--- config.mk ---
export PLATFORM = sky130hd
export DESIGN_NAME = path_length_accumulator_unit
export DESIGN_NICKNAME = d
export VERILOG_FILES = /design/src/design/plac_pkg.sv /design/src/design/path_length_accumulator_unit.sv /design/src/design/plac_front.sv /design/src/design/plac_queue.sv /design/src/design/plac_back.sv
export SDC_FILE = /design/constraint.sdc
export NUM_CORES = 2
export LEC_CHECK = 0
export BUFFER_PORTS_ARGS = -buffer_cell sky130_fd_sc_hd__clkbuf_2
export CORE_ASPECT_RATIO = 1.5
export CORE_MARGIN = 4
export CORE_UTILIZATION = 60
export DETAILED_ROUTE_END_ITERATION = 8
export PLACE_DENSITY = 0.77
export SLEW_MARGIN = 0
export SYNTH_ARGS = -nofsm -noshare
export SYNTH_HDL_FRONTEND = slang
export SYNTH_HIERARCHICAL = 1
export SYNTH_SLANG_ARGS = --single-unit
--- constraint.sdc ---
create_clock -name clk -period 12.05 [get_ports clk]
set_input_delay 1.205 -clock clk [delete_from_list [all_inputs] [get_ports clk]]
set_output_delay 1.205 -clock clk [all_outputs]
set_load 0.01 [all_outputs]
--- src/design/plac_pkg.sv ---
// Package for the path length accumulator: widths, fix kind codes,
// the job record passed from front to back, and the back-end state type.
// No dependencies.
`timescale 1ns / 1ps

package plac_pkg;

	localparam int COORD_BITS = 24;
	localparam int TOTAL_BITS = 40;
	localparam int DIST_BITS  = COORD_BITS + 1;
	localparam int SQ_BITS    = 2 * COORD_BITS;
	localparam int RAD_BITS   = 2 * DIST_BITS;
	localparam int STEP_BITS  = $clog2(DIST_BITS);
	localparam int KIND_BITS  = 2;

	localparam int S_TDATA_BITS = ((2 * COORD_BITS + 7) / 8) * 8;
	localparam int M_TDATA_BITS = ((2 * DIST_BITS + TOTAL_BITS + 7) / 8) * 8;

	localparam int QUEUE_DEPTH = 2;
	localparam int QPTR_BITS   = $clog2(QUEUE_DEPTH);
	localparam int QCNT_BITS   = $clog2(QUEUE_DEPTH + 1);

	localparam logic [KIND_BITS-1:0] KIND_START = 2'd0;
	localparam logic [KIND_BITS-1:0] KIND_DATA  = 2'd1;
	localparam logic [KIND_BITS-1:0] KIND_STOP  = 2'd2;

	typedef struct packed {
		logic [KIND_BITS-1:0]  kind;
		logic [COORD_BITS-1:0] seg_dx;
		logic [COORD_BITS-1:0] seg_dy;
		logic [COORD_BITS-1:0] ret_dx;
		logic [COORD_BITS-1:0] ret_dy;
	} job_t;

	typedef enum logic [4:0] {
		ST_IDLE   = 5'b00001,
		ST_SQUARE = 5'b00010,
		ST_SUM    = 5'b00100,
		ST_ROOT   = 5'b01000,
		ST_WRITE  = 5'b10000
	} back_state_t;

endpackage

--- src/design/path_length_accumulator_unit.sv ---
// Top level of the path length accumulator: front end, job queue, back end.
// Depends on plac_pkg, plac_front, plac_queue and plac_back.
//
// Channel   Dir  tdata (low bit up)                              tuser
// s_axis    in   pos_x[23:0], pos_y[47:24]                       kind[1:0]
// m_axis    out  segment_length[24:0], path_total[64:25],        is_stop[0]
//                return_length[89:65], zero pad [95:90]
//
// A start or unknown fix needs no root in the back end; a data fix needs one
// bit-serial square root (one root bit a cycle, 25 per distance), a stop fix
// two, for segment and return. The front end takes a fix while the two-entry
// job queue has room. Reset clears points, total and all handshake state at
// once. A stalled m_axis holds the result; the back end then waits.
`timescale 1ns / 1ps

module path_length_accumulator_unit (
	input  logic                                  clk,
	input  logic                                  arst_n,
	input  logic                                  s_axis_tvalid,
	output logic                                  s_axis_tready,
	input  logic [plac_pkg::S_TDATA_BITS-1:0]     s_axis_tdata,  // pos_x, pos_y
	input  logic [plac_pkg::KIND_BITS-1:0]        s_axis_tuser,  // kind
	output logic                                  m_axis_tvalid,
	input  logic                                  m_axis_tready,
	// segment_length, path_total, return_length
	output logic [plac_pkg::M_TDATA_BITS-1:0]     m_axis_tdata,
	output logic [0:0]                            m_axis_tuser   // is_stop
);
	import plac_pkg::*;

	logic                  push_valid, push_ready, pop_valid, pop_ready;
	job_t                  push_job, pop_job;
	logic [DIST_BITS-1:0]  seg_len, ret_len;
	logic [TOTAL_BITS-1:0] total;
	logic                  stop;

	plac_front u_front (
		.clk        (clk),
		.arst_n     (arst_n),
		.in_valid   (s_axis_tvalid),
		.in_ready   (s_axis_tready),
		.kind       (s_axis_tuser),
		.pos_x      (s_axis_tdata[COORD_BITS-1:0]),
		.pos_y      (s_axis_tdata[2*COORD_BITS-1:COORD_BITS]),
		.push_valid (push_valid),
		.push_ready (push_ready),
		.push_job   (push_job)
	);

	plac_queue u_queue (
		.clk        (clk),
		.arst_n     (arst_n),
		.push_valid (push_valid),
		.push_ready (push_ready),
		.push_job   (push_job),
		.pop_valid  (pop_valid),
		.pop_ready  (pop_ready),
		.pop_job    (pop_job)
	);

	plac_back u_back (
		.clk            (clk),
		.arst_n         (arst_n),
		.pop_valid      (pop_valid),
		.pop_ready      (pop_ready),
		.pop_job        (pop_job),
		.out_valid      (m_axis_tvalid),
		.out_ready      (m_axis_tready),
		.segment_length (seg_len),
		.path_total     (total),
		.return_length  (ret_len),
		.is_stop        (stop)
	);

	assign m_axis_tdata = M_TDATA_BITS'({ret_len, total, seg_len});
	assign m_axis_tuser = stop;

endmodule

--- src/design/plac_front.sv ---
// Front end: takes position fixes, keeps start and last points, and turns each
// fix into a job with coordinate difference magnitudes. Depends on plac_pkg.
`timescale 1ns / 1ps

module plac_front (
	input  logic                                clk,
	input  logic                                arst_n,
	input  logic                                in_valid,
	output logic                                in_ready,
	input  logic [plac_pkg::KIND_BITS-1:0]      kind,
	input  logic signed [plac_pkg::COORD_BITS-1:0] pos_x,
	input  logic signed [plac_pkg::COORD_BITS-1:0] pos_y,
	output logic                                push_valid,
	input  logic                                push_ready,
	output plac_pkg::job_t                      push_job
);
	import plac_pkg::*;

	logic [COORD_BITS-1:0] origin_x_q, origin_y_q, last_x_q, last_y_q;
	logic                  take;

	function automatic logic [COORD_BITS-1:0] abs_diff(
		input logic [COORD_BITS-1:0] a,
		input logic [COORD_BITS-1:0] b
	);
		logic [COORD_BITS:0] d;
		logic [COORD_BITS:0] m;
		d = {a[COORD_BITS-1], a} - {b[COORD_BITS-1], b};
		m = d[COORD_BITS] ? (~d + 1'b1) : d;
		return m[COORD_BITS-1:0];
	endfunction

	assign in_ready   = push_ready;
	assign push_valid = in_valid;
	assign take       = in_valid && push_ready;

	always_comb begin
		push_job        = '0;
		push_job.kind   = kind;
		if (kind == KIND_DATA || kind == KIND_STOP) begin
			push_job.seg_dx = abs_diff(last_x_q, pos_x);
			push_job.seg_dy = abs_diff(last_y_q, pos_y);
		end
		if (kind == KIND_STOP) begin
			push_job.ret_dx = abs_diff(origin_x_q, pos_x);
			push_job.ret_dy = abs_diff(origin_y_q, pos_y);
		end
	end

	always_ff @(posedge clk or negedge arst_n) begin
		if (!arst_n) begin
			origin_x_q <= '0;
			origin_y_q <= '0;
			last_x_q   <= '0;
			last_y_q   <= '0;
		end else if (take) begin
			if (kind == KIND_START) begin
				origin_x_q <= pos_x;
				origin_y_q <= pos_y;
				last_x_q   <= pos_x;
				last_y_q   <= pos_y;
			end else if (kind == KIND_DATA) begin
				last_x_q <= pos_x;
				last_y_q <= pos_y;
			end
		end
	end

endmodule

--- src/design/plac_queue.sv ---
// Short job queue between front and back end.
// Depends on plac_pkg for the job record and depth.
`timescale 1ns / 1ps

module plac_queue (
	input  logic           clk,
	input  logic           arst_n,
	input  logic           push_valid,
	output logic           push_ready,
	input  plac_pkg::job_t push_job,
	output logic           pop_valid,
	input  logic           pop_ready,
	output plac_pkg::job_t pop_job
);
	import plac_pkg::*;

	job_t                 mem [QUEUE_DEPTH];
	logic [QPTR_BITS-1:0] wr_ptr_q, rd_ptr_q;
	logic [QCNT_BITS-1:0] count_q;
	logic                 do_push, do_pop;

	assign push_ready = (count_q != QCNT_BITS'(QUEUE_DEPTH));
	assign pop_valid  = (count_q != '0);
	assign pop_job    = mem[rd_ptr_q];
	assign do_push    = push_valid && push_ready;
	assign do_pop     = pop_valid && pop_ready;

	function automatic logic [QPTR_BITS-1:0] next_ptr(input logic [QPTR_BITS-1:0] p);
		return (p == QPTR_BITS'(QUEUE_DEPTH - 1)) ? '0 : p + 1'b1;
	endfunction

	always_ff @(posedge clk) begin
		if (do_push) begin
			mem[wr_ptr_q] <= push_job;
		end
	end

	always_ff @(posedge clk or negedge arst_n) begin
		if (!arst_n) begin
			wr_ptr_q <= '0;
			rd_ptr_q <= '0;
			count_q  <= '0;
		end else begin
			if (do_push) wr_ptr_q <= next_ptr(wr_ptr_q);
			if (do_pop)  rd_ptr_q <= next_ptr(rd_ptr_q);
			if (do_push && !do_pop)      count_q <= count_q + 1'b1;
			else if (do_pop && !do_push) count_q <= count_q - 1'b1;
		end
	end

endmodule

--- src/design/plac_back.sv ---
// Back end: squares, bit-serial integer square root, saturating total and
// the output register. Depends on plac_pkg.
`timescale 1ns / 1ps

module plac_back (
	input  logic                                clk,
	input  logic                                arst_n,
	input  logic                                pop_valid,
	output logic                                pop_ready,
	input  plac_pkg::job_t                      pop_job,
	output logic                                out_valid,
	input  logic                                out_ready,
	output logic [plac_pkg::DIST_BITS-1:0]      segment_length,
	output logic [plac_pkg::TOTAL_BITS-1:0]     path_total,
	output logic [plac_pkg::DIST_BITS-1:0]      return_length,
	output logic                                is_stop
);
	import plac_pkg::*;

	back_state_t           state_q;
	logic [KIND_BITS-1:0]  kind_q;
	logic [COORD_BITS-1:0] dx_q, dy_q, ret_dx_q, ret_dy_q;
	logic                  pass_q;
	logic [SQ_BITS-1:0]    sx_q, sy_q;
	logic [RAD_BITS-1:0]   rad_q;
	logic [DIST_BITS-1:0]  root_q;
	logic [DIST_BITS:0]    rem_q;
	logic [STEP_BITS-1:0]  step_q;
	logic [DIST_BITS-1:0]  seg_q, ret_q;
	logic [TOTAL_BITS-1:0] total_q;

	logic                  out_valid_q;
	logic [DIST_BITS-1:0]  seg_out_q, ret_out_q;
	logic [TOTAL_BITS-1:0] total_out_q;
	logic                  stop_out_q;

	logic [DIST_BITS+2:0]  rem_sh, trial, rem_diff;
	logic                  fits;
	logic [DIST_BITS:0]    rem_next;
	logic [DIST_BITS-1:0]  root_next;
	logic [TOTAL_BITS:0]   sum_wide;
	logic [TOTAL_BITS-1:0] total_next;
	logic                  slot_free, moves;

	assign rem_sh    = {rem_q, rad_q[RAD_BITS-1 -: 2]};
	assign trial     = {1'b0, root_q, 2'b01};
	assign fits      = (rem_sh >= trial);
	assign rem_diff  = rem_sh - trial;
	assign rem_next  = fits ? rem_diff[DIST_BITS:0] : rem_sh[DIST_BITS:0];
	assign root_next = {root_q[DIST_BITS-2:0], fits};

	assign moves      = (kind_q == KIND_DATA) || (kind_q == KIND_STOP);
	assign sum_wide   = {1'b0, total_q} + (TOTAL_BITS + 1)'(seg_q);
	assign total_next = !moves ? total_q :
	                    (sum_wide[TOTAL_BITS] ? '1 : sum_wide[TOTAL_BITS-1:0]);

	assign slot_free  = !out_valid_q || out_ready;
	assign pop_ready  = (state_q == ST_IDLE);

	assign out_valid      = out_valid_q;
	assign segment_length = seg_out_q;
	assign path_total     = total_out_q;
	assign return_length  = ret_out_q;
	assign is_stop        = stop_out_q;

	always_ff @(posedge clk) begin
		unique case (state_q)
			ST_IDLE: begin
				kind_q   <= pop_job.kind;
				dx_q     <= pop_job.seg_dx;
				dy_q     <= pop_job.seg_dy;
				ret_dx_q <= pop_job.ret_dx;
				ret_dy_q <= pop_job.ret_dy;
				seg_q    <= '0;
				ret_q    <= '0;
				pass_q   <= 1'b0;
			end
			ST_SQUARE: begin
				sx_q <= SQ_BITS'({{COORD_BITS{1'b0}}, dx_q} * {{COORD_BITS{1'b0}}, dx_q});
				sy_q <= SQ_BITS'({{COORD_BITS{1'b0}}, dy_q} * {{COORD_BITS{1'b0}}, dy_q});
			end
			ST_SUM: begin
				rad_q  <= RAD_BITS'(sx_q) + RAD_BITS'(sy_q);
				root_q <= '0;
				rem_q  <= '0;
				step_q <= '0;
			end
			ST_ROOT: begin
				rad_q  <= {rad_q[RAD_BITS-3:0], 2'b00};
				rem_q  <= rem_next;
				root_q <= root_next;
				step_q <= step_q + 1'b1;
				if (step_q == STEP_BITS'(DIST_BITS - 1)) begin
					if (pass_q) begin
						ret_q <= root_next;
					end else begin
						seg_q  <= root_next;
						dx_q   <= ret_dx_q;
						dy_q   <= ret_dy_q;
						pass_q <= 1'b1;
					end
				end
			end
			ST_WRITE: begin
				if (slot_free) begin
					seg_out_q   <= seg_q;
					ret_out_q   <= ret_q;
					total_out_q <= total_next;
					stop_out_q  <= (kind_q == KIND_STOP);
				end
			end
			default: begin
			end
		endcase
	end

	always_ff @(posedge clk or negedge arst_n) begin
		if (!arst_n) begin
			state_q     <= ST_IDLE;
			total_q     <= '0;
			out_valid_q <= 1'b0;
		end else begin
			if (state_q == ST_WRITE && slot_free) out_valid_q <= 1'b1;
			else if (out_ready)                  out_valid_q <= 1'b0;
			unique case (state_q)
				ST_IDLE: begin
					if (pop_valid) begin
						if (pop_job.kind == KIND_DATA || pop_job.kind == KIND_STOP)
							state_q <= ST_SQUARE;
						else
							state_q <= ST_WRITE;
					end
				end
				ST_SQUARE: state_q <= ST_SUM;
				ST_SUM:    state_q <= ST_ROOT;
				ST_ROOT: begin
					if (step_q == STEP_BITS'(DIST_BITS - 1)) begin
						if (!pass_q && kind_q == KIND_STOP) state_q <= ST_SQUARE;
						else                               state_q <= ST_WRITE;
					end
				end
				ST_WRITE: begin
					if (slot_free) begin
						total_q <= total_next;
						state_q <= ST_IDLE;
					end
				end
				default: state_q <= ST_IDLE;
			endcase
		end
	end

endmodule

* Word-level counts from Yosys, hierarchy flattened
Memory sizes are Yosys's and may differ from the RTL's.
Index checks and enable logic that the tools add are counted.
** Word-level totals
- Register bits :: 588
- Bits in latches :: 0
- Memory bits (writable) :: 196
- Bits in read-only memories :: 0
- Input port bits :: 54
- Output and inout bits :: 99
- Logic and storage cells :: 143
- Memories kept :: 1
** Memory list
- u_queue.mem :: words 2, bits a word 98, rd ports 1, clocked after memory_dff 0, write ports 1, line plac_queue.sv:17 : job_t mem [QUEUE_DEPTH];
** Operators by class
- Add/sub/neg operators :: 16
- $mul :: 2
- Div/mod/pow operators :: 0
- Order comparisons :: 1
- Eq/ne operators :: 18
- Shift-type cells :: 0
- Multiplexer cells :: 45
- Bitwise gates (word level) :: 4
- Reductions and logical operators :: 28
** Operators with widths (number)
- two-way mux 24 bit :: 12
- case mux 25 bit (2 select lines) :: 3
- two-way mux 25 bit :: 4
- case mux 50 bit (2 select lines) :: 1
- subtractor 24 x 24 -> 25 bit :: 4
- adder 24 x 1 -> 24 bit (second input constant) :: 4
- multiplier 24 x 24 -> 48 bit :: 2
- two-way mux 48 bit :: 2
- inverter 24 bit :: 4
- case mux 24 bit (2 select lines) :: 2
- two-way mux 40 bit :: 2
- case mux 26 bit (2 select lines) :: 1
- adder 48 x 48 -> 49 bit :: 1
- adder 40 x 25 -> 41 bit :: 1
- >= comparator 28 x 27 -> 1 bit :: 1
- two-way mux 26 bit :: 1
- subtractor 26 bit :: 1
- two-way mux 5 bit :: 5
- case mux 5 bit (5 select lines) :: 1
- nonzero test 2 bit :: 6
- equality test 5 bit (second input constant) :: 2
- case mux 5 bit (2 select lines) :: 1
- AND reduction 3 bit :: 3
- inequality test 2 x 1 -> 1 bit (second input constant) :: 4
- other kinds (19) :: 46

* Depth between registers and ports, before layout
- Depth after elaboration :: 6
- Depth in mapped cells :: 27
- Gate-level depth less buffers :: 26

* By module
The synthesis kept the hierarchy.
** By module, submodules not included
- plac_back :: instances 1, cells an instance 5509, area each 55413.1 um^2, sequential area each 14365.0 um^2
- plac_front :: instances 1, cells an instance 1586, area each 11831.3 um^2, sequential area each 2402.3 um^2
- plac_queue :: instances 1, cells an instance 323, area each 7294.5 um^2, sequential area each 5985.7 um^2
- path_length_accumulator_unit :: instances 1, cells an instance 7, area each 48.8 um^2, sequential area each 0.0 um^2

* Worst setup path before layout
OpenSTA, ideal clock, no wires.
- Path kind :: flip-flop to flip-flop
- Start :: reg u_back.state_q[3]
- End :: reg u_back.state_q[4]
- Library setup time :: 0.065 ns
- Arrival time :: 8.634 ns
- Required time :: 11.985 ns
- Slack :: 3.351 ns
- Cell stages (with the launch flop) :: 6
- Buffers on the path :: 0
- Clock period less this slack :: 8.699 ns
- Cell sequence :: dfrtp_1 or3_1 nor3b_1 a211oi_1 a211o_1 nand2_1
** Between the ends
- Cells in the longest elaborated chain, start to end :: 3
- Elaborated cells between the ends (all ways) :: 10
** Ends and longest elaborated chain
- start: declaration :: line plac_back.sv:20 : back_state_t state_q;
- start signal: assignment :: line plac_back.sv:119 : state_q <= ST_IDLE;
- start signal: assignment :: line plac_back.sv:129 : state_q <= ST_SQUARE;
- start signal: assignment :: line plac_back.sv:131 : state_q <= ST_WRITE;
- equality test 5 bit (tied with other cells) :: line plac_back.sv:125 : unique case (state_q)
- inequality test 2 x 1 -> 1 bit (no line)
- AND reduction 3 bit (no line)
Several ways; a longest one is shown, not always the timed one.
A chain may end at the register's enable or synchronous reset.

* Worst setup path in the final report
- Start :: reg u_back.dx_q[5]
- End :: reg u_back.sx_q[47] (data pin)
** Between the ends
- Cells in the longest elaborated chain, start to end :: 1
** Ends and longest elaborated chain
- start: declaration :: line plac_back.sv:22 : logic [COORD_BITS-1:0] dx_q, dy_q, ret_dx_q, ret_dy_q;
- start signal: assignment :: line plac_back.sv:70 : dx_q <= pop_job.seg_dx;
- start signal: assignment :: line plac_back.sv:98 : dx_q <= ret_dx_q;
- multiplier 24 x 24 -> 48 bit :: line plac_back.sv:79 : sx_q <= SQ_BITS'({{COORD_BITS{1'b0}}, dx_q} * {{COORD_BITS{1'b0}}, dx_q});
- end signal: assignment :: line plac_back.sv:79
- end: declaration :: line plac_back.sv:24 : logic [SQ_BITS-1:0] sx_q, sy_q;
Every way passes these cells.

==> flow_metrics.tcl <==
set metrics [dict create \
    synth_seq_area_share 0.3051 \
    hp-start "u_back/ret_q[11]$_DFFE_PP_" \
    synth_edf_count 636 \
    grtUsageMet1 0.2852 \
    numCtsBuffers 81 \
    cts_tree "done" \
    yosys_warnings 6 \
    grt_first_pass_wirelength_um 283000 \
    timing.rr.start "u_back/dx_q[5]$_DFFE_PP_" \
    fp.coreArea_um2 123600 \
    ys_seq_elements 782 \
    final.min_clock_period_ns 8.150 \
    clkTransAtPathRegs_ns 0.06 \
    wl_per_cell_um 19.13 \
    place_congestion 0.9248 \
    crit_path_end_kind "flop" \
    io_buffers 146 \
    setup_violations 0 \
    skew_ns 0.02674 \
    first_iter_violations 2908 \
    tightest_slew_ns 1.416 \
    tns_ns 0 \
    met3_usage 0.02954 \
    clk_path_buf_depth 3 \
    cts_resized 0 \
    start_kind "flop" \
    synth_cell_type_count 123 \
    drt.antenna.violating_nets 0 \
    postCtsHoldBufs 0 \
    grt_pass1_vias 57030 \
    final.period_utilization 0.6763 \
    num-nets-final 8930 \
    final-hold-violation-count 0 \
    grtUsageTotal 0.2741 \
    insertion_delay_ns 0.66 \
    rsz0062_at_grt "no" \
    synth_ff_type "edfxtp_1" \
    hold_depth 0 \
    fp.dieW_um 295.9 \
    yosys.area.top_type "edfxtp_1" \
    fp.dieH_um 439.8 \
    async_flop_share 0.1867 \
    ys_top_cells_by_area "edfxtp_1, fa_1, ha_1, inv_1, dfrtp_1" \
    post_cts_buffers 0 \
    antenna_cells 0 \
    min_path_type "reg2reg" \
    path_max_fanout 25 \
    use_met2 0.5199 \
    r2r_setup_slack_ns 3.90 \
    htreeDepth 3 \
    root_buffer "clkbuf_16" \
    synth_cells 7425 \
    drt-total-wl_um 174500 \
    viasPerCell 5.766 \
    yosysMostFrequentCell "inv_1" \
    status "finished clean" \
    arrival_ns 8.55 \
    synth_common_cells "inv_1, fa_1, nand2_1" \
    post-dp-hpwl_um 136100 \
    grt_max_degree 95 \
    busiest_layer "met2" \
    cts_num_sinks 782 \
    synth_area_um2 74590 \
    num_vias 52610 \
    slew_headroom 0.05365 \
    timing.fmax_mhz 122.7 \
    antenna_found_initial 3 \
    start_util 0.6037 \
    first_pass_iters 7 \
    maxSlewViolCount 0 \
    regToRegEndpoint "u_back/sx_q[47]$_DFFE_PP_" \
    dieArea_um2 130100 \
    rows 158 \
    whs_endpoint "u_back/return_length[11]$_DFFE_PP_" \
    maxCapViolCount 0 \
    ioPinCount 153 \
    crit_required_ns 12.45 \
    synth_top_cell_area_share 0.2561 \
    synthToLayoutAreaGrowth_pct 6.631 \
    reg2regPathDepth 23 \
    crit_type "reg2reg" \
    grt_overflow 0 \
    layout-drive-gt1-share 0.07577 \
    drc 0 \
    syn_avg_cell_area_um2 10.05 \
]
kinds of logic after synthesis:
kind of cell             after synthesis  share of synthesized area
AO/OA/AOI/OAI                       1251                     0.1088
XOR/XNOR                             326                    0.03828
adder cells (fa/ha/maj)             1419                     0.3245
buffers and inverters               1625                    0.08347
flip-flops                           782                     0.3051
multiplexers                         128                    0.01963
other                                  1                 0.00005028
AND/OR/NAND/NOR                     1893                     0.1203
through the flow:
step | std cells | util | worst slack, ns | hold slack, ns | instance area (µm²)
finish | 9123 | 0.6437 | 3.900 | 0.4048 | 79530
detailed placement | 8974 | 0.6212 | 3.988 | 0.4045 | 76760
floorplan | 7430 | - | 3.351 | 0.4003 | 74610
global route | 9123 | 0.6437 | 3.469 | 0.4205 | 79530
global placement | 8974 | 0.6212 | 4.085 | 0.4025 | 76760
CTS | 9123 | 0.6437 | 3.950 | 0.4058 | 79530
layer usage:
layer / vias to the layer above / share of wire
met1: 25830 / 0.34
met4: 0 / 0.074
li1: 24440 / -
met5: - / 0
met3: 663 / 0.046
met2: 1676 / 0.54
registers in the layout, summed over array words and instances (netlist names), 26 cells and up:
signal,flops
u_queue/mem,196
u_back/rad_q,50
u_back/sx_q,47
u_back/sy_q,47
u_back/path_total,40
u_back/total_q,40
u_back/rem_q,26
area by class of cell:
cell class / instances / area [µm²]
Fill cell: 9718 / 44020
Timing Repair Buffer: 210 / 1217
Multi-Input combinational cell: 5023 / 45680
Sequential cell: 782 / 22760
Clock buffer: 98 / 2152
Tap cell: 1600 / 2002
Inverter: 1359 / 5105
Clock inverter: 51 / 623.1
layout by cell type (no fill, tap or decap), drive strengths merged, types with 243 or more instances in the layout:
cell / Yosys / layout
inv: 1357 / 1366
fa: 859 / 859
nand2: 762 / 762
edfxtp: 636 / 636
ha: 560 / 560
nor2: 384 / 384
a21oi: 380 / 380
o21ai: 326 / 326
and2: 269 / 269
clkbuf: 205 / 243
critical path, stage by stage, from the launching register on:
cell,delay (ns)
edfxtp_1,1.16
nand2_1,0.27
fa_1,0.59
inv_1,0.05
fa_1,0.50
inv_1,0.06
fa_1,0.48
inv_1,0.05
fa_1,0.50
fa_1,0.53
fa_1,0.56
inv_1,0.06
fa_1,0.57
inv_1,0.06
ha_1,0.39
nand2_1,0.07
o21ai_0,0.29
a22oi_1,0.17
a211oi_1,0.46
o2111ai_1,0.26
nand4_1,0.16
nand2_1,0.10
o41ai_1,0.40
xnor2_1,0.12
how the worst max path moves through the flow:
stage / from / end / slack, ns / depth (start not counted)
after global routing: u_back/dx_q[7]$_DFFE_PP_ / u_back/sx_q[47]$_DFFE_PP_ / 3.47 / 25
after floorplan: u_back/state_q[3]$_DFFE_PN0P_ / u_back/state_q[4]$_DFFE_PN0P_ / 3.35 / 5
after global placement: u_back/dx_q[5]$_DFFE_PP_ / u_back/sx_q[46]$_DFFE_PP_ / 4.08 / 23
after detailed placement: u_back/dx_q[5]$_DFFE_PP_ / u_back/sx_q[47]$_DFFE_PP_ / 3.99 / 23
after CTS: u_back/dx_q[5]$_DFFE_PP_ / u_back/sx_q[47]$_DFFE_PP_ / 3.95 / 23
final: u_back/dx_q[5]$_DFFE_PP_ / u_back/sx_q[47]$_DFFE_PP_ / 3.90 / 23
Power is left out: the tool's default activity adds up to more than one toggle a clock period on the data nets, which glitch-free logic cannot reach.
